File: src/rtl/pclu_pkg.sv
// Shared types and constants of the PI current loop duty unit.
package pclu_pkg;

  localparam int ERR_W       = 17;   // setpoint - measured, signed Q8.8
  localparam int MCAND_W     = 18;   // serial multiplicand, signed
  localparam int MPLR_W      = 24;   // serial multiplier, unsigned
  localparam int HI_W        = 21;   // upper product word, signed
  localparam int ADDEND_W    = 17;   // value injected mid-multiply
  localparam int STEP_W      = 5;
  localparam int MUL_STEPS   = 24;
  localparam int INJECT_STEP = 8;    // weight 2^8 lines Q1.16 up with Q.24
  localparam int FRAC_DROP   = 8;
  localparam int Q16_W       = 17;
  localparam int PCT_W       = 7;
  localparam int PRODUCT_W   = 23;   // percent times period
  localparam int DIV_STEPS   = 23;
  localparam int REM_W       = 7;
  localparam int CMP_W       = 16;
  localparam int GAIN_W      = 24;
  localparam int PERIOD_W    = 16;
  localparam int DATA_W      = 32;
  localparam int ADDR_W      = 4;
  localparam int IDX_W       = 2;

  localparam logic [Q16_W-1:0]    ONE_Q16     = 17'd65536;
  localparam logic [Q16_W-1:0]    HALF_Q16    = 17'd32768;
  localparam logic [PCT_W-1:0]    FULL_PCT    = 7'd100;
  localparam logic [PCT_W-1:0]    RESTART_PCT = 7'd50;
  localparam logic [REM_W:0]      DIVISOR     = 8'd100;
  localparam logic [PERIOD_W-1:0] PERIOD_RST  = 16'd65535;

  localparam logic OP_STEP    = 1'b0;
  localparam logic OP_RESTART = 1'b1;

  localparam logic [IDX_W-1:0] REG_PROP_GAIN  = 2'd0;
  localparam logic [IDX_W-1:0] REG_INTEG_COEF = 2'd1;
  localparam logic [IDX_W-1:0] REG_PWM_PERIOD = 2'd2;

  typedef struct packed {
    logic                   done;
    logic signed [HI_W-1:0] hi;
    logic [MPLR_W-1:0]      lo;
  } smac_res_t;

  typedef struct packed {
    logic             done;
    logic [CMP_W-1:0] quot;
    logic             rem_nz;
  } div_res_t;

endpackage

File: src/rtl/pclu_ifs.sv
// Valid/ready channel interfaces for control items and duty results.
interface pclu_in_if;
  logic                     valid;
  logic                     ready;
  logic                     opcode;
  logic signed [15:0]       setpoint;
  logic signed [15:0]       measured_current;

  modport source (output valid, opcode, setpoint, measured_current, input ready);
  modport sink   (input valid, opcode, setpoint, measured_current, output ready);
endinterface

interface pclu_out_if;
  logic                              valid;
  logic                              ready;
  logic [pclu_pkg::PCT_W-1:0]        duty_percent;
  logic [pclu_pkg::CMP_W-1:0]        compare_a;
  logic [pclu_pkg::CMP_W-1:0]        compare_b;

  modport source (output valid, duty_percent, compare_a, compare_b, input ready);
  modport sink   (input valid, duty_percent, compare_a, compare_b, output ready);
endinterface

File: src/rtl/pclu_smac.sv
// Bit-serial signed-by-unsigned multiplier with a single mid-run addend.
module pclu_smac (
  input  logic                                   clk,
  input  logic                                   rst_n,
  input  logic                                   start,
  input  logic signed [pclu_pkg::MCAND_W-1:0]    mcand,
  input  logic [pclu_pkg::MPLR_W-1:0]            mplr,
  input  logic [pclu_pkg::ADDEND_W-1:0]          addend,
  output pclu_pkg::smac_res_t                    res
);

  logic                                busy_r, busy_nxt;
  logic                                done_r, done_nxt;
  logic [pclu_pkg::STEP_W-1:0]         cnt_r, cnt_nxt;
  logic signed [pclu_pkg::MCAND_W-1:0] mcand_r, mcand_nxt;
  logic [pclu_pkg::ADDEND_W-1:0]       addend_r, addend_nxt;
  logic signed [pclu_pkg::HI_W-1:0]    hi_r, hi_nxt;
  logic [pclu_pkg::MPLR_W-1:0]         lo_r, lo_nxt;
  logic [pclu_pkg::HI_W:0]             part;

  // One multiplier bit per cycle: add, then shift the pair right.
  always_comb begin
    part = (pclu_pkg::HI_W+1)'(hi_r)
         + (lo_r[0] ? (pclu_pkg::HI_W+1)'(mcand_r) : '0)
         + ((cnt_r == pclu_pkg::STEP_W'(pclu_pkg::INJECT_STEP))
            ? (pclu_pkg::HI_W+1)'(addend_r) : '0);
  end

  always_comb begin
    busy_nxt   = busy_r;
    done_nxt   = 1'b0;
    cnt_nxt    = cnt_r;
    mcand_nxt  = mcand_r;
    addend_nxt = addend_r;
    hi_nxt     = hi_r;
    lo_nxt     = lo_r;
    if (start) begin
      busy_nxt   = 1'b1;
      cnt_nxt    = '0;
      mcand_nxt  = mcand;
      addend_nxt = addend;
      hi_nxt     = '0;
      lo_nxt     = mplr;
    end else if (busy_r) begin
      hi_nxt  = part[pclu_pkg::HI_W:1];
      lo_nxt  = {part[0], lo_r[pclu_pkg::MPLR_W-1:1]};
      cnt_nxt = cnt_r + 1'b1;
      if (cnt_r == pclu_pkg::STEP_W'(pclu_pkg::MUL_STEPS-1)) begin
        busy_nxt = 1'b0;
        done_nxt = 1'b1;
      end
    end
  end

  always_ff @(posedge clk) begin
    if (!rst_n) begin
      busy_r <= 1'b0;
      done_r <= 1'b0;
      cnt_r  <= '0;
    end else begin
      busy_r <= busy_nxt;
      done_r <= done_nxt;
      cnt_r  <= cnt_nxt;
    end
  end

  always_ff @(posedge clk) begin
    mcand_r  <= mcand_nxt;
    addend_r <= addend_nxt;
    hi_r     <= hi_nxt;
    lo_r     <= lo_nxt;
  end

  assign res.done = done_r;
  assign res.hi   = hi_r;
  assign res.lo   = lo_r;

endmodule

File: src/rtl/pclu_div100.sv
// Restoring bit-serial divider by the constant one hundred.
module pclu_div100 (
  input  logic                              clk,
  input  logic                              rst_n,
  input  logic                              start,
  input  logic [pclu_pkg::PRODUCT_W-1:0]    dividend,
  output pclu_pkg::div_res_t                res
);

  logic                                busy_r, busy_nxt;
  logic                                done_r, done_nxt;
  logic [pclu_pkg::STEP_W-1:0]         cnt_r, cnt_nxt;
  logic [pclu_pkg::REM_W-1:0]          rem_r, rem_nxt;
  logic [pclu_pkg::PRODUCT_W-1:0]      q_r, q_nxt;
  logic [pclu_pkg::REM_W:0]            trial;
  logic [pclu_pkg::REM_W:0]            diff;
  logic                                ge;

  // Bring down one dividend bit, subtract where it fits.
  always_comb begin
    trial = {rem_r, q_r[pclu_pkg::PRODUCT_W-1]};
    ge    = (trial >= pclu_pkg::DIVISOR);
    diff  = trial - pclu_pkg::DIVISOR;
  end

  always_comb begin
    busy_nxt = busy_r;
    done_nxt = 1'b0;
    cnt_nxt  = cnt_r;
    rem_nxt  = rem_r;
    q_nxt    = q_r;
    if (start) begin
      busy_nxt = 1'b1;
      cnt_nxt  = '0;
      rem_nxt  = '0;
      q_nxt    = dividend;
    end else if (busy_r) begin
      rem_nxt = ge ? diff[pclu_pkg::REM_W-1:0] : trial[pclu_pkg::REM_W-1:0];
      q_nxt   = {q_r[pclu_pkg::PRODUCT_W-2:0], ge};
      cnt_nxt = cnt_r + 1'b1;
      if (cnt_r == pclu_pkg::STEP_W'(pclu_pkg::DIV_STEPS-1)) begin
        busy_nxt = 1'b0;
        done_nxt = 1'b1;
      end
    end
  end

  always_ff @(posedge clk) begin
    if (!rst_n) begin
      busy_r <= 1'b0;
      done_r <= 1'b0;
      cnt_r  <= '0;
    end else begin
      busy_r <= busy_nxt;
      done_r <= done_nxt;
      cnt_r  <= cnt_nxt;
    end
  end

  always_ff @(posedge clk) begin
    rem_r <= rem_nxt;
    q_r   <= q_nxt;
  end

  assign res.done   = done_r;
  assign res.quot   = q_r[pclu_pkg::CMP_W-1:0];
  assign res.rem_nz = |rem_r;

endmodule

File: src/rtl/pi_current_loop_pwm_duty_unit.sv
// Top level of the PI current loop duty unit: control, registers and datapath glue.
// Items are taken only in idle. A step forms its proportional and integral products
// on two 24-bit bit-serial units at once; the proportional unit then scales the
// percent by the period; a 23-step divide by 100 follows. Restarts skip products.
// A finished result waits in the output register while the next item is taken.
// Reset (synchronous, rst_n low): registers to 0, 0, 65535; integrator one half.
module pi_current_loop_pwm_duty_unit (
  input  logic                              clk,
  input  logic                              rst_n,
  pclu_in_if.sink                           in_ch,
  pclu_out_if.source                        out_ch,
  input  logic                              psel,
  input  logic                              penable,
  input  logic                              pwrite,
  input  logic [pclu_pkg::ADDR_W-1:0]       paddr,
  input  logic [pclu_pkg::DATA_W-1:0]       pwdata,
  output logic [pclu_pkg::DATA_W-1:0]       prdata,
  output logic                              pready
);

  localparam logic [2:0] ST_IDLE  = 3'd0;
  localparam logic [2:0] ST_GAIN  = 3'd1;  // both gain products running
  localparam logic [2:0] ST_PCT   = 3'd2;  // clamp, sum, percent
  localparam logic [2:0] ST_SCALE = 3'd3;  // percent times period
  localparam logic [2:0] ST_DIV   = 3'd4;  // divide by one hundred
  localparam logic [2:0] ST_FIN   = 3'd5;  // hand over to output register

  // ---------------------------------------------------------------------
  // Configuration registers
  // ---------------------------------------------------------------------
  logic [pclu_pkg::GAIN_W-1:0]   prop_gain_r, integ_coef_r;
  logic [pclu_pkg::PERIOD_W-1:0] pwm_period_r;
  logic                          cfg_wr;
  logic [pclu_pkg::IDX_W-1:0]    cfg_idx;

  assign pready  = 1'b1;
  assign cfg_wr  = psel && penable && pwrite && pready;
  assign cfg_idx = paddr[pclu_pkg::ADDR_W-1:2];

  always_ff @(posedge clk) begin
    if (!rst_n) begin
      prop_gain_r  <= '0;
      integ_coef_r <= '0;
      pwm_period_r <= pclu_pkg::PERIOD_RST;
    end else if (cfg_wr) begin
      // keep the low bits only; an index past the list is dropped
      unique case (cfg_idx)
        pclu_pkg::REG_PROP_GAIN:  prop_gain_r  <= pwdata[pclu_pkg::GAIN_W-1:0];
        pclu_pkg::REG_INTEG_COEF: integ_coef_r <= pwdata[pclu_pkg::GAIN_W-1:0];
        pclu_pkg::REG_PWM_PERIOD: pwm_period_r <= pwdata[pclu_pkg::PERIOD_W-1:0];
        default: ;
      endcase
    end
  end

  always_comb begin
    unique case (cfg_idx)
      pclu_pkg::REG_PROP_GAIN:  prdata = pclu_pkg::DATA_W'(prop_gain_r);
      pclu_pkg::REG_INTEG_COEF: prdata = pclu_pkg::DATA_W'(integ_coef_r);
      pclu_pkg::REG_PWM_PERIOD: prdata = pclu_pkg::DATA_W'(pwm_period_r);
      default:                  prdata = '0;
    endcase
  end

  // ---------------------------------------------------------------------
  // Sequencer state and loop state
  // ---------------------------------------------------------------------
  logic [2:0]                           state_r, state_nxt;
  logic                                 restart_r, restart_nxt;
  logic signed [pclu_pkg::ERR_W-1:0]    err_r, err_nxt;
  logic signed [pclu_pkg::ERR_W-1:0]    prev_r, prev_nxt;
  logic [pclu_pkg::Q16_W-1:0]           integ_r, integ_nxt;
  logic [pclu_pkg::PCT_W-1:0]           pct_r, pct_nxt;
  logic                                 out_valid_r, out_valid_nxt;
  logic [pclu_pkg::PCT_W-1:0]           duty_r, duty_nxt;
  logic [pclu_pkg::CMP_W-1:0]           cmp_a_r, cmp_a_nxt;
  logic [pclu_pkg::CMP_W-1:0]           cmp_b_r, cmp_b_nxt;

  logic                                 accept;
  logic                                 restart_in;
  logic signed [pclu_pkg::ERR_W-1:0]    err_in;
  logic signed [pclu_pkg::MCAND_W-1:0]  sum_in;
  logic                                 start_gain;
  logic                                 scale_start;
  logic                                 div_start;
  logic                                 out_load;

  pclu_pkg::smac_res_t                  res_p, res_i;
  pclu_pkg::div_res_t                   res_d;
  logic signed [pclu_pkg::MCAND_W-1:0]  mcand_p;
  logic [pclu_pkg::MPLR_W-1:0]          mplr_p;

  assign in_ch.ready = (state_r == ST_IDLE);
  assign accept      = in_ch.valid && in_ch.ready;
  assign restart_in  = (in_ch.opcode == pclu_pkg::OP_RESTART);

  // Error and trapezoid sum straight from the incoming transaction.
  assign err_in = pclu_pkg::ERR_W'(in_ch.setpoint) - pclu_pkg::ERR_W'(in_ch.measured_current);
  assign sum_in = pclu_pkg::MCAND_W'(err_in) + pclu_pkg::MCAND_W'(prev_r);

  assign start_gain  = accept && !restart_in;
  assign scale_start = (state_r == ST_PCT);
  assign div_start   = (state_r == ST_SCALE) && res_p.done;

  // ---------------------------------------------------------------------
  // Clamp to [0, 1] in Q.24 and drop to Q1.16
  // ---------------------------------------------------------------------
  function automatic logic [pclu_pkg::Q16_W-1:0] clamp_q16(
    input logic signed [pclu_pkg::HI_W-1:0] hi,
    input logic [pclu_pkg::MPLR_W-1:0]      lo
  );
    logic [pclu_pkg::Q16_W-1:0] r;
    if (hi[pclu_pkg::HI_W-1]) begin
      r = '0;
    end else if (hi != '0) begin
      // exactly one or above it: both saturate to one
      r = pclu_pkg::ONE_Q16;
    end else begin
      r = pclu_pkg::Q16_W'(lo[pclu_pkg::MPLR_W-1:pclu_pkg::FRAC_DROP]);
    end
    return r;
  endfunction

  localparam int SUM_W = pclu_pkg::Q16_W + 1;
  localparam int SC_W  = SUM_W + 7;
  localparam int RAW_W = SC_W - 16;

  logic [pclu_pkg::Q16_W-1:0] p16, i16;
  logic [SUM_W-1:0]           duty_sum;
  logic [SC_W-1:0]            scaled;
  logic [RAW_W-1:0]           pct_raw;
  logic [pclu_pkg::PCT_W-1:0] pct_calc;
  logic [pclu_pkg::PCT_W-1:0] pct_sel;

  // Sum of both terms times 100 as shift-adds (64 + 32 + 4), keep the integer part.
  always_comb begin
    p16      = clamp_q16(res_p.hi, res_p.lo);
    i16      = clamp_q16(res_i.hi, res_i.lo);
    duty_sum = SUM_W'(p16) + SUM_W'(i16);
    scaled   = (SC_W'(duty_sum) << 6) + (SC_W'(duty_sum) << 5) + (SC_W'(duty_sum) << 2);
    pct_raw  = scaled[SC_W-1:16];
    pct_calc = (pct_raw > RAW_W'(pclu_pkg::FULL_PCT)) ? pclu_pkg::FULL_PCT
                                                      : pct_raw[pclu_pkg::PCT_W-1:0];
    pct_sel  = restart_r ? pclu_pkg::RESTART_PCT : pct_calc;
  end

  // One serial unit serves the proportional product and later the period scale.
  assign mcand_p = scale_start ? pclu_pkg::MCAND_W'(pct_sel) : pclu_pkg::MCAND_W'(err_in);
  assign mplr_p  = scale_start ? pclu_pkg::MPLR_W'(pwm_period_r) : prop_gain_r;

  pclu_smac u_smac_p (
    .clk    (clk),
    .rst_n  (rst_n),
    .start  (start_gain || scale_start),
    .mcand  (mcand_p),
    .mplr   (mplr_p),
    .addend ('0),
    .res    (res_p)
  );

  // Integral: integ * 256 enters at the ninth step of coef * (err + prev).
  pclu_smac u_smac_i (
    .clk    (clk),
    .rst_n  (rst_n),
    .start  (start_gain),
    .mcand  (sum_in),
    .mplr   (integ_coef_r),
    .addend (integ_r),
    .res    (res_i)
  );

  pclu_div100 u_div (
    .clk      (clk),
    .rst_n    (rst_n),
    .start    (div_start),
    .dividend (res_p.lo[pclu_pkg::PRODUCT_W-1:0]),
    .res      (res_d)
  );

  // ---------------------------------------------------------------------
  // Sequencer
  // ---------------------------------------------------------------------
  assign out_load = (state_r == ST_FIN) && (!out_valid_r || out_ch.ready);

  always_comb begin
    state_nxt     = state_r;
    restart_nxt   = restart_r;
    err_nxt       = err_r;
    prev_nxt      = prev_r;
    integ_nxt     = integ_r;
    pct_nxt       = pct_r;
    out_valid_nxt = out_valid_r;
    duty_nxt      = duty_r;
    cmp_a_nxt     = cmp_a_r;
    cmp_b_nxt     = cmp_b_r;

    if (out_valid_r && out_ch.ready) begin
      out_valid_nxt = 1'b0;
    end

    unique case (state_r)
      ST_IDLE: begin
        if (accept) begin
          restart_nxt = restart_in;
          err_nxt     = err_in;
          // restart skips the gain products entirely
          state_nxt   = restart_in ? ST_PCT : ST_GAIN;
        end
      end
      ST_GAIN: begin
        if (res_p.done) begin
          state_nxt = ST_PCT;
        end
      end
      ST_PCT: begin
        pct_nxt   = pct_sel;
        integ_nxt = restart_r ? pclu_pkg::HALF_Q16 : i16;
        prev_nxt  = restart_r ? '0 : err_r;
        state_nxt = ST_SCALE;
      end
      ST_SCALE: begin
        if (res_p.done) begin
          state_nxt = ST_DIV;
        end
      end
      ST_DIV: begin
        if (res_d.done) begin
          state_nxt = ST_FIN;
        end
      end
      ST_FIN: begin
        if (out_load) begin
          // complement: floor((100-d)*P/100) = P - ceil(d*P/100)
          duty_nxt      = pct_r;
          cmp_a_nxt     = res_d.quot;
          cmp_b_nxt     = pwm_period_r - res_d.quot - pclu_pkg::CMP_W'(res_d.rem_nz);
          out_valid_nxt = 1'b1;
          state_nxt     = ST_IDLE;
        end
      end
      default: begin
        state_nxt = ST_IDLE;
      end
    endcase
  end

  always_ff @(posedge clk) begin
    if (!rst_n) begin
      state_r     <= ST_IDLE;
      restart_r   <= 1'b0;
      prev_r      <= '0;
      integ_r     <= pclu_pkg::HALF_Q16;
      out_valid_r <= 1'b0;
    end else begin
      state_r     <= state_nxt;
      restart_r   <= restart_nxt;
      prev_r      <= prev_nxt;
      integ_r     <= integ_nxt;
      out_valid_r <= out_valid_nxt;
    end
  end

  // Payload: hold without reset.
  always_ff @(posedge clk) begin
    err_r   <= err_nxt;
    pct_r   <= pct_nxt;
    duty_r  <= duty_nxt;
    cmp_a_r <= cmp_a_nxt;
    cmp_b_r <= cmp_b_nxt;
  end

  assign out_ch.valid        = out_valid_r;
  assign out_ch.duty_percent = duty_r;
  assign out_ch.compare_a    = cmp_a_r;
  assign out_ch.compare_b    = cmp_b_r;

endmodule

File: src/flat_wrapper.sv
// flat-port wrapper written by rule: the top's interface ports become plain ports
module pi_current_loop_pwm_duty_unit_flat 
  (clk, rst_n, psel, penable, pwrite, paddr, pwdata, prdata, pready, in_ch_valid, in_ch_opcode, in_ch_setpoint, in_ch_measured_current, in_ch_ready, out_ch_valid, out_ch_duty_percent, out_ch_compare_a, out_ch_compare_b, out_ch_ready);
  pclu_in_if in_ch_i ();
  pclu_out_if out_ch_i ();
  input  logic clk;
  input  logic rst_n;
  input  logic psel;
  input  logic penable;
  input  logic pwrite;
  input  logic [pclu_pkg::ADDR_W-1:0] paddr;
  input  logic [pclu_pkg::DATA_W-1:0] pwdata;
  output logic [pclu_pkg::DATA_W-1:0] prdata;
  output logic pready;
  input wire logic [$bits(in_ch_i.valid)-1:0] in_ch_valid;
  input wire logic [$bits(in_ch_i.opcode)-1:0] in_ch_opcode;
  input wire logic [$bits(in_ch_i.setpoint)-1:0] in_ch_setpoint;
  input wire logic [$bits(in_ch_i.measured_current)-1:0] in_ch_measured_current;
  output wire logic [$bits(in_ch_i.ready)-1:0] in_ch_ready;
  output wire logic [$bits(out_ch_i.valid)-1:0] out_ch_valid;
  output wire logic [$bits(out_ch_i.duty_percent)-1:0] out_ch_duty_percent;
  output wire logic [$bits(out_ch_i.compare_a)-1:0] out_ch_compare_a;
  output wire logic [$bits(out_ch_i.compare_b)-1:0] out_ch_compare_b;
  input wire logic [$bits(out_ch_i.ready)-1:0] out_ch_ready;
  assign in_ch_i.valid = in_ch_valid;
  assign in_ch_i.opcode = in_ch_opcode;
  assign in_ch_i.setpoint = in_ch_setpoint;
  assign in_ch_i.measured_current = in_ch_measured_current;
  assign in_ch_ready = in_ch_i.ready;
  assign out_ch_valid = out_ch_i.valid;
  assign out_ch_duty_percent = out_ch_i.duty_percent;
  assign out_ch_compare_a = out_ch_i.compare_a;
  assign out_ch_compare_b = out_ch_i.compare_b;
  assign out_ch_i.ready = out_ch_ready;
  pi_current_loop_pwm_duty_unit u_core (.clk(clk), .rst_n(rst_n), .in_ch(in_ch_i), .out_ch(out_ch_i), .psel(psel), .penable(penable), .pwrite(pwrite), .paddr(paddr), .pwdata(pwdata), .prdata(prdata), .pready(pready));
endmodule
File: config.mk
export PLATFORM = sky130hd
export DESIGN_NAME = pi_current_loop_pwm_duty_unit_flat
export DESIGN_NICKNAME = d
export VERILOG_FILES = /design/src/rtl/pclu_pkg.sv /design/src/rtl/pclu_ifs.sv /design/src/rtl/pclu_smac.sv /design/src/rtl/pclu_div100.sv /design/src/rtl/pi_current_loop_pwm_duty_unit.sv /design/src/flat_wrapper.sv
export SDC_FILE = /design/constraint.sdc
export NUM_CORES = 1
export LEC_CHECK = 0
export ABC_CLOCK_PERIOD_IN_PS = 8650
export BUFFER_PORTS_ARGS = -buffer_cell sky130_fd_sc_hd__buf_2
export CORE_ASPECT_RATIO = 0.6
export CORE_MARGIN = 5
export CORE_UTILIZATION = 35
export DETAILED_ROUTE_END_ITERATION = 16
export PLACE_DENSITY = 0.5
export RECOVER_POWER = 50
export SLEW_MARGIN = 20
export SYNTH_ARGS = -nofsm -noshare
export SYNTH_HDL_FRONTEND = slang
export SYNTH_SLANG_ARGS = --single-unit
File: constraint.sdc
create_clock -name clk -period 8.65 [get_ports clk]
set_input_delay 0.865 -clock clk [delete_from_list [all_inputs] [get_ports clk]]
set_output_delay 0.865 -clock clk [all_outputs]
set_load 0.005 [all_outputs]
==> metrics.csv, run 1 <==
stage,metric,value,unit
status,status,"complete, but fails checks",
status,failing checks,"max-capacitance violations, max-slew violations",
hold_path,Hold WC Path Type,reg -> reg,
cts,H-tree Lvls,2,
synthesis,"EDFF count, synth",186,
final_layout,Fillers,5897,
route,total number of vias,15900,
die,placement row count,69,
final_layout,register area,9030,um^2
critical_path,CP max stage delay,0.50,ns
synthesis,Synth Flop Type,edfxtp_1,
final_layout,multi-input combinational cell area,10900,um^2
cts,clock-pin slew on the worst setup and hold paths,0.07,ns
power_and_ir_drop,PD cells,244,nW/um^2
timing,Setup TNS Final,0,ns
power_and_ir_drop,Clock power frac,30.1,%
critical_path,CP max FO,19,
power_and_ir_drop,total power,5.70,mW
synthesis,mapped cell area,20700,um^2
route,drt via density,5.10,
critical_path,crit end category,flip-flop,
grt,largest net degree at the start of global routing,82,
critical_path,critical path's most frequent cell,a21oi_1,
timing,final setup vio count,0,
critical_path,critical path launch point type,flip-flop,
die,initial core utilization,35.2,%
power_and_ir_drop,Int Pwr,3.78,mW
timing,Clock Skew,0.0127,ns
placed_design,Detailed Place HPWL,40900,um
cts,CTS sink cnt,358,
grt,initial antenna violation count,0,
synthesis,"Seq/Total Area, Yosys",43.6,%
cts,cts bufs inserted,38,
timing,setup ws final,1.29,ns
synthesis,Post-Syn Instances,2199,
cts,latest clock arrival within the worst-skew pair,0.55,ns
cts,TritonCTS clock tree,built,
timing,RSZ-0062 raised after global routing,false,
timing,Peak Freq,0.136,GHz
final_layout,Final nets,2562,
cts,maximum clock path buffer count,3,
power_and_ir_drop,Reg power frac,39.0,%
die,die area,64300,um^2
hold_path,worst hold path startpoint,u_core.pct_r[4]$_DFFE_PP_,
synthesis,Netlist cell types,76,
die,core area,58900,um^2
timing,period utilization,85.1,%
route,met3 WL,2610,um
power_and_ir_drop,Peak VDD IR,0.000118,V
timing,Final Slew Violations,197,
synthesis,Mapped Avg Cell Area,9.42,um^2
grt,vias in the first global route,15700,
critical_path,Setup Crit Path Kind,reg -> reg,
critical_path,Worst Path Buf+Inv,1,
route,Routed WL per cell,18.1,um
timing,Final min period,7.36,ns
placed_design,post-place setup slack,1.43,ns
final_layout,layout cells sized above 1,8.69,%
timing,relative slew slack,-119,%
cts,CTS Hold Buffers Added,0,
route,Met2 Wirelength,24100,um
critical_path,CP max stage cell,nor4_1,
power_and_ir_drop,Sw Ratio,33.7,%
grt,first-pass GRT wire length,87800,um
critical_path,CP startpoint,u_core.u_smac_i.hi_r[13]$_SDFFE_PP0P_,
synthesis,Seq cells post-synth,358,
route,drt total wl,56200,um
timing,Worst-Margin Slew,3.28,ns
route,DRC errors left,0,
grt,all-layer global routing usage,17.2,%
critical_path,Critical Path AT,7.57,ns
route,max layer used,met4,
power_and_ir_drop,logic gate share of total power,30.9,%
synthesis,Synth Warn #,0,
placed_design,gpl congestion,0.833,
route,WL met1,28500,um
synthesis,"FFs w/ async S/R, synth",0,%
critical_path,CP Data Required Time,8.86,ns
final_layout,Area growth syn-to-layout,12.7,%
die,die height,198,um
die,I/O Pins,150,
power_and_ir_drop,NetSw,1.92,mW
critical_path,"delay-heaviest family, CP",compound AO/OA/AOI/OAI gates,
cts,clk root buf,clkbuf_16,
critical_path,reg2reg start,u_core.u_smac_i.hi_r[13]$_SDFFE_PP0P_,
final_layout,n_diodes,0,
route,Initial DRC Count,925,
grt,total congestion overflow,0,
route,Pre-antenna DRT Iters,5,
die,Die W,324,um
timing,final hold slack,0.423,ns
power_and_ir_drop,Pleak,9.89,nW
placed_design,buffers added on ports,130,
cts,post-CTS resize count,0,
route,post-route ant nets,0,
cts,post-CTS setup buffer count,0,
timing,final hold viol count,0,
flow_run,Max Cap Viol,4,
sequential cells by signal, indices dropped and copies added, names as in the netlist, 18 cells and up:
name / flops
u_core.integ_coef_r: 24
u_core.prop_gain_r: 24
u_core.u_smac_i.lo_r: 24
u_core.u_smac_p.lo_r: 24
u_core.u_div.q_r: 23
u_core.u_smac_i.hi_r: 21
u_core.u_smac_p.hi_r: 21
u_core.u_smac_i.mcand_r: 18
stage by stage:
stage / utilization (%) / area [um^2] / std cells
4_1_cts: 39.8 / 23400 / 3106
3_5_place_dp: 37.6 / 22200 / 3038
6_report: 39.7 / 23400 / 3106
2_1_floorplan: - / 20700 / 2206
3_3_place_gp: 37.6 / 22200 / 3038
5_1_grt: 39.7 / 23400 / 3106
layout make-up:
| type | count | share of cell area, % |
|---|---|---|
| tap | 781 | 4.18 |
| inverter | 122 | 1.97 |
| sequential | 358 | 38.7 |
| multi-input combinational | 1627 | 46.6 |
| clock buffer | 49 | 4.34 |
| timing repair buffer | 150 | 3.18 |
| clock inverter | 19 | 1.06 |
cell families after synthesis:
group / synth area share (%)
AO/OA/AOI/OAI: 13.7
XOR/XNOR: 4.61
flip-flops: 43.6
other: 0.0362
multiplexers: 2.62
AND/OR/NAND/NOR: 18.7
adder cells (fa/ha/maj): 12.6
buffers and inverters: 4.18
path summary, 6_finish.rpt:
| check | depth (start not counted) | slack (ns) | end |
|---|---|---|---|
| setup reg to reg | 27 | 1.29 | u_core.u_smac_p.mcand_r[0]$_DFFE_PN_ |
| hold reg to reg | 0 | 0.42 | u_core.out_ch.duty_percent[4]$_DFFE_PP_ |
| setup / recovery | 27 | 1.29 | u_core.u_smac_p.mcand_r[0]$_DFFE_PN_ |
| hold / removal | 0 | 0.42 | u_core.out_ch.duty_percent[4]$_DFFE_PP_ |
Yosys cell counts, types with 4 or more instances:
master | count | area, um^2
nand2_1 | 381 | 1430
edfxtp_1 | 186 | 5590
dfxtp_1 | 172 | 3440
ha_1 | 157 | 1960
nor2_1 | 138 | 518
inv_1 | 121 | 454
a21oi_1 | 107 | 536
and2_1 | 96 | 601
o21ai_0 | 85 | 425
clkbuf_1 | 79 | 297
xnor2_1 | 58 | 508
a21boi_0 | 57 | 428
mux2i_1 | 52 | 521
xor2_1 | 51 | 447
nor2b_1 | 50 | 313
nor3_1 | 36 | 180
fa_1 | 32 | 641
a21o_1 | 27 | 203
a31oi_1 | 26 | 163
nand3_1 | 25 | 125
and3_1 | 24 | 150
nand2b_1 | 20 | 125
a211oi_1 | 18 | 135
o211ai_1 | 18 | 135
a22oi_1 | 15 | 113
nand4_1 | 12 | 75.1
nor4_1 | 12 | 75.1
o21bai_1 | 11 | 82.6
buf_1 | 9 | 33.8
buf_4 | 9 | 67.6
o21a_1 | 9 | 67.6
or3_1 | 9 | 56.3
a31o_2 | 7 | 61.3
o31ai_1 | 7 | 52.6
nand4b_1 | 6 | 52.6
or2_2 | 6 | 37.5
nor3b_1 | 5 | 37.5
nand3b_1 | 4 | 30.0
or4_1 | 4 | 30.0
placed cells by master, fill, tap and decap left out, drive strengths merged, types with 7 or more instances in the layout:
cell type and count:
dfxtp 172, or3 9, nand4 12, nor2 138, buf 113, o21ai 88, nor3 36, a22oi 15
edfxtp 186, o21a 9, o21bai 12, nand2 381, nand3 25, nor4 12, a21oi 108, nor2b 50
nand2b 20, o211ai 18, a21boi 59, inv 121, mux2i 52, ha 157, clkbuf 86, and2 96
xnor2 58, fa 32, a211oi 18, a21o 27, and3 24, conb 9, a31oi 26, xor2 51
a31o 7, clkinv 13, o31ai 7
worst reg2reg max path, delay by kind of cell (launching register included):
| kind | cells | cell delay (ns) |
|---|---|---|
| buffers and inverters | 1 | 0.26 |
| DFF | 1 | 0.35 |
| AOI/OAI and AO/OA | 17 | 3.75 |
| adders and majority gates | 3 | 1.03 |
| and+or+nand+nor | 5 | 1.38 |
| xor gates and xnor gates | 1 | 0.24 |
power by group through the flow:
| stage | clock [mW] | combinational (mW) | sequential (mW) |
|---|---|---|---|
| after global placement | 0 | 1.70 | 2.26 |
| after detailed placement | 0 | 1.75 | 2.26 |
| after CTS | 1.77 | 1.76 | 2.23 |
| after floorplan | 0 | 1.34 | 2.18 |
| final | 1.72 | 1.76 | 2.22 |
| after global routing | 1.84 | 1.99 | 2.25 |
layer usage:
| layer | vias up | track usage [%] |
|---|---|---|
| met1 | 7644 | 25.4 |
| li1 | 7835 | - |
| met5 | - | 0 |
| met2 | 319 | 26.6 |
| met3 | 57 | 2.77 |
| met4 | 0 | 3.89 |
(Power assumes the default switching activity.)
==> inputs of run 2 (changes only) <==
- CTS_BUF_LIST: default -> sky130_fd_sc_hd__clkbuf_16
- GPL_TIMING_DRIVEN: default -> 1
- TNS_END_PERCENT: default -> 50
==> run 2 against run 1 <==
  * The flow still finishes with violations (max-capacitance violations, max-slew violations)
  * Critical path type unchanged
  * Count of clock-buffer cells in the layout shrank 10
  * Combinational power is essentially flat
  * Clock power is essentially flat
  * Final cell count is the same
  * Critical endpoint unchanged
  * Via count shrank 0.18%
  * Largest power group unchanged
  * Wire length grew 0.11%
  * Sequential power is essentially flat
  * First-iteration DRC count grew 4.4%
  * Fmax grew 0.11%
  * Flip-flop and latch count is the same
  * Core utilization is the same
  * Sequential share of layout area is the same
  * Highest routed layer unchanged
==> metrics.csv, run 2 (synthesis results as in run 1) <==
stage,metric,value,unit,change
route,Routed WL per cell,18.1,um,about the same
final_layout,n_diodes,0,,unchanged
route,drt total wl,56200,um,about the same
power_and_ir_drop,total power,5.70,mW,about the same
placed_design,Detailed Place HPWL,40900,um,unchanged
timing,relative slew slack,-120,%,was -119%
critical_path,CP max stage delay,0.50,ns,about the same
route,Pre-antenna DRT Iters,5,,unchanged
timing,Setup TNS Final,0,ns,unchanged
cts,post-CTS resize count,0,,unchanged
cts,latest clock arrival within the worst-skew pair,0.55,ns,about the same
cts,TritonCTS clock tree,built,,unchanged
final_layout,"commonest non-fill, non-tap cell in the layout",nand2_1,,unchanged
timing,final setup vio count,0,,unchanged
timing,final hold slack,0.423,ns,about the same
die,die height,198,um,unchanged
route,DRC errors left,0,,unchanged
grt,vias in the first global route,15700,,about the same
critical_path,CP max FO,19,,unchanged
grt,total congestion overflow,0,,unchanged
cts,maximum clock path buffer count,3,,unchanged
critical_path,critical path's most frequent cell,a21oi_1,,unchanged
hold_path,Worst Hold Depth,0,,unchanged
critical_path,reg2reg end,u_core.u_smac_p.mcand_r[0]$_DFFE_PN_,,unchanged
power_and_ir_drop,Pleak,9.93,nW,was 9.89 nW
cts,CTS sink cnt,358,,unchanged
power_and_ir_drop,PD cells,244,nW/um^2,about the same
die,initial core utilization,35.2,%,unchanged
hold_path,hold endpoint,u_core.out_ch.duty_percent[4]$_DFFE_PP_,,unchanged
route,Initial DRC Count,966,,was 925
final_layout,Fillers,5897,,unchanged
grt,all-layer global routing usage,17.2,%,about the same
timing,Peak Freq,0.136,GHz,about the same
cts,post-CTS setup buffer count,0,,unchanged
critical_path,Critical Path AT,7.56,ns,was 7.57 ns
timing,Final min period,7.35,ns,was 7.36 ns
route,total number of vias,15800,,"was 15,900"
critical_path,Setup Crit Path Kind,reg -> reg,,unchanged
critical_path,critical path launch point type,flip-flop,,unchanged
cts,CTS Hold Buffers Added,0,,unchanged
final_layout,most frequent cells in the layout,"381 x nand2_1, 186 x edfxtp_1, 172 x dfxtp_1, 157 x ha_1, 137 x nor2_1",,unchanged
die,placement row count,69,,unchanged
final_layout,Area growth syn-to-layout,12.7,%,unchanged
timing,RSZ-0062 raised after global routing,false,,unchanged
route,drt via density,5.10,,about the same
critical_path,CP max stage cell,nor4_1,,unchanged
cts,clock-pin slew on the worst setup and hold paths,0.07,ns,about the same
timing,period utilization,85.0,%,was 85.1%
hold_path,worst hold path startpoint,u_core.pct_r[4]$_DFFE_PP_,,unchanged
placed_design,gpl congestion,0.833,,unchanged
critical_path,worst r2r path cells,27,,unchanged
placed_design,buffers added on ports,130,,unchanged
critical_path,CP Data Required Time,8.85,ns,was 8.86 ns
grt,first-pass GRT wire length,87800,um,about the same
cts,clk root buf,clkbuf_16,,unchanged
status,failing checks,"max-capacitance violations, max-slew violations",,unchanged
cts,H-tree Lvls,2,,unchanged
timing,Worst-Margin Slew,3.30,ns,was 3.28 ns
critical_path,reg2reg start,u_core.u_smac_i.hi_r[13]$_SDFFE_PP0P_,,unchanged
flow_run,Max Cap Viol,4,,unchanged
grt,initial antenna violation count,0,,unchanged
critical_path,reg-to-reg setup timing slack,1.30,ns,was 1.29 ns
die,Die W,324,um,unchanged
status,status,"complete, but fails checks",,unchanged
final_layout,layout cells sized above 1,8.69,%,unchanged
final_layout,Final nets,2562,,unchanged
timing,Clock Skew,0.0103,ns,was 0.0127 ns
power_and_ir_drop,Peak VDD IR,0.000118,V,about the same
die,die area,64300,um^2,unchanged
timing,final hold viol count,0,,unchanged
grt,largest net degree at the start of global routing,82,,unchanged
cts,cts bufs inserted,38,,unchanged
die,core area,58900,um^2,unchanged
die,I/O Pins,150,,unchanged
route,post-route ant nets,0,,unchanged
critical_path,crit end category,flip-flop,,unchanged
timing,Final Slew Violations,197,,unchanged
hold_path,Hold WC Path Type,reg -> reg,,unchanged
[run 2: per-layer routing]
layer	part of all wire, %	up-vias	routed length (um)	track usage (%)
met5	0	-	0	0
met4	1.7	0	980	3.89
met3	4.3	55	2390	2.77
met2	43	285	24200	26.6
met1	51	7656	28700	25.4
li1	-	7831	-	-
[run 2: through the flow]
step	cell area (um^2)	cells	utilization (%)	worst slack, ns
after global placement	22200	3038	37.6	1.58
after global routing	23400	3106	39.7	0.785
after detailed placement	22200	3038	37.6	1.43
final	23400	3106	39.7	1.30
after floorplan	20700	2206	-	2.20
after CTS	23400	3106	39.8	1.39
[run 2: power by group]
group / leakage, nW / internal, mW / switching, mW
combinational: 6.13 / 0.720 / 1.04
clock: 0.659 / 0.998 / 0.714
sequential: 3.14 / 2.05 / 0.175
total: 9.93 / 3.77 / 1.93
[run 2: critical path: cells and delay by family, from the launching register on]
family          cells  cell delay (ns)
compound gates     17             3.75
simple gates        5             1.37
fa+ha+maj           3             1.04
flops               1             0.35
buf+inv             1             0.26
xor+xnor            1             0.24
[run 2: worst max path at each step]
stage | start | to | slack [ns]
6_report | u_core.u_smac_i.hi_r[13]$_SDFFE_PP0P_ | u_core.u_smac_p.mcand_r[0]$_DFFE_PN_ | 1.30
5_1_grt | u_core.u_smac_p.hi_r[4]$_SDFFE_PN0P_ | u_core.u_smac_p.mcand_r[0]$_DFFE_PN_ | 0.79
4_1_cts | u_core.u_smac_i.hi_r[13]$_SDFFE_PP0P_ | u_core.u_smac_p.mcand_r[5]$_DFFE_PN_ | 1.39
3_5_place_dp | u_core.u_smac_i.hi_r[12]$_SDFFE_PP0P_ | u_core.u_smac_p.mcand_r[5]$_DFFE_PN_ | 1.43
3_3_place_gp | u_core.u_smac_p.hi_r[12]$_SDFFE_PN0P_ | u_core.u_smac_p.mcand_r[5]$_DFFE_PN_ | 1.58
2_1_floorplan | u_core.u_smac_i.hi_r[1]$_SDFFE_PP0P_ | u_core.u_smac_p.mcand_r[5]$_DFFE_PN_ | 2.20
[run 2: cell type report]
cell class	instances	area [um^2]	share of cell area, %
flip-flops and latches	358	9030	38.7
well taps	781	977	4.18
clock inverters	29	285	1.22
clock buffers	39	976	4.18
inverters	122	459	1.97
repair buffers	150	742	3.18
multi-input cells	1627	10900	46.6
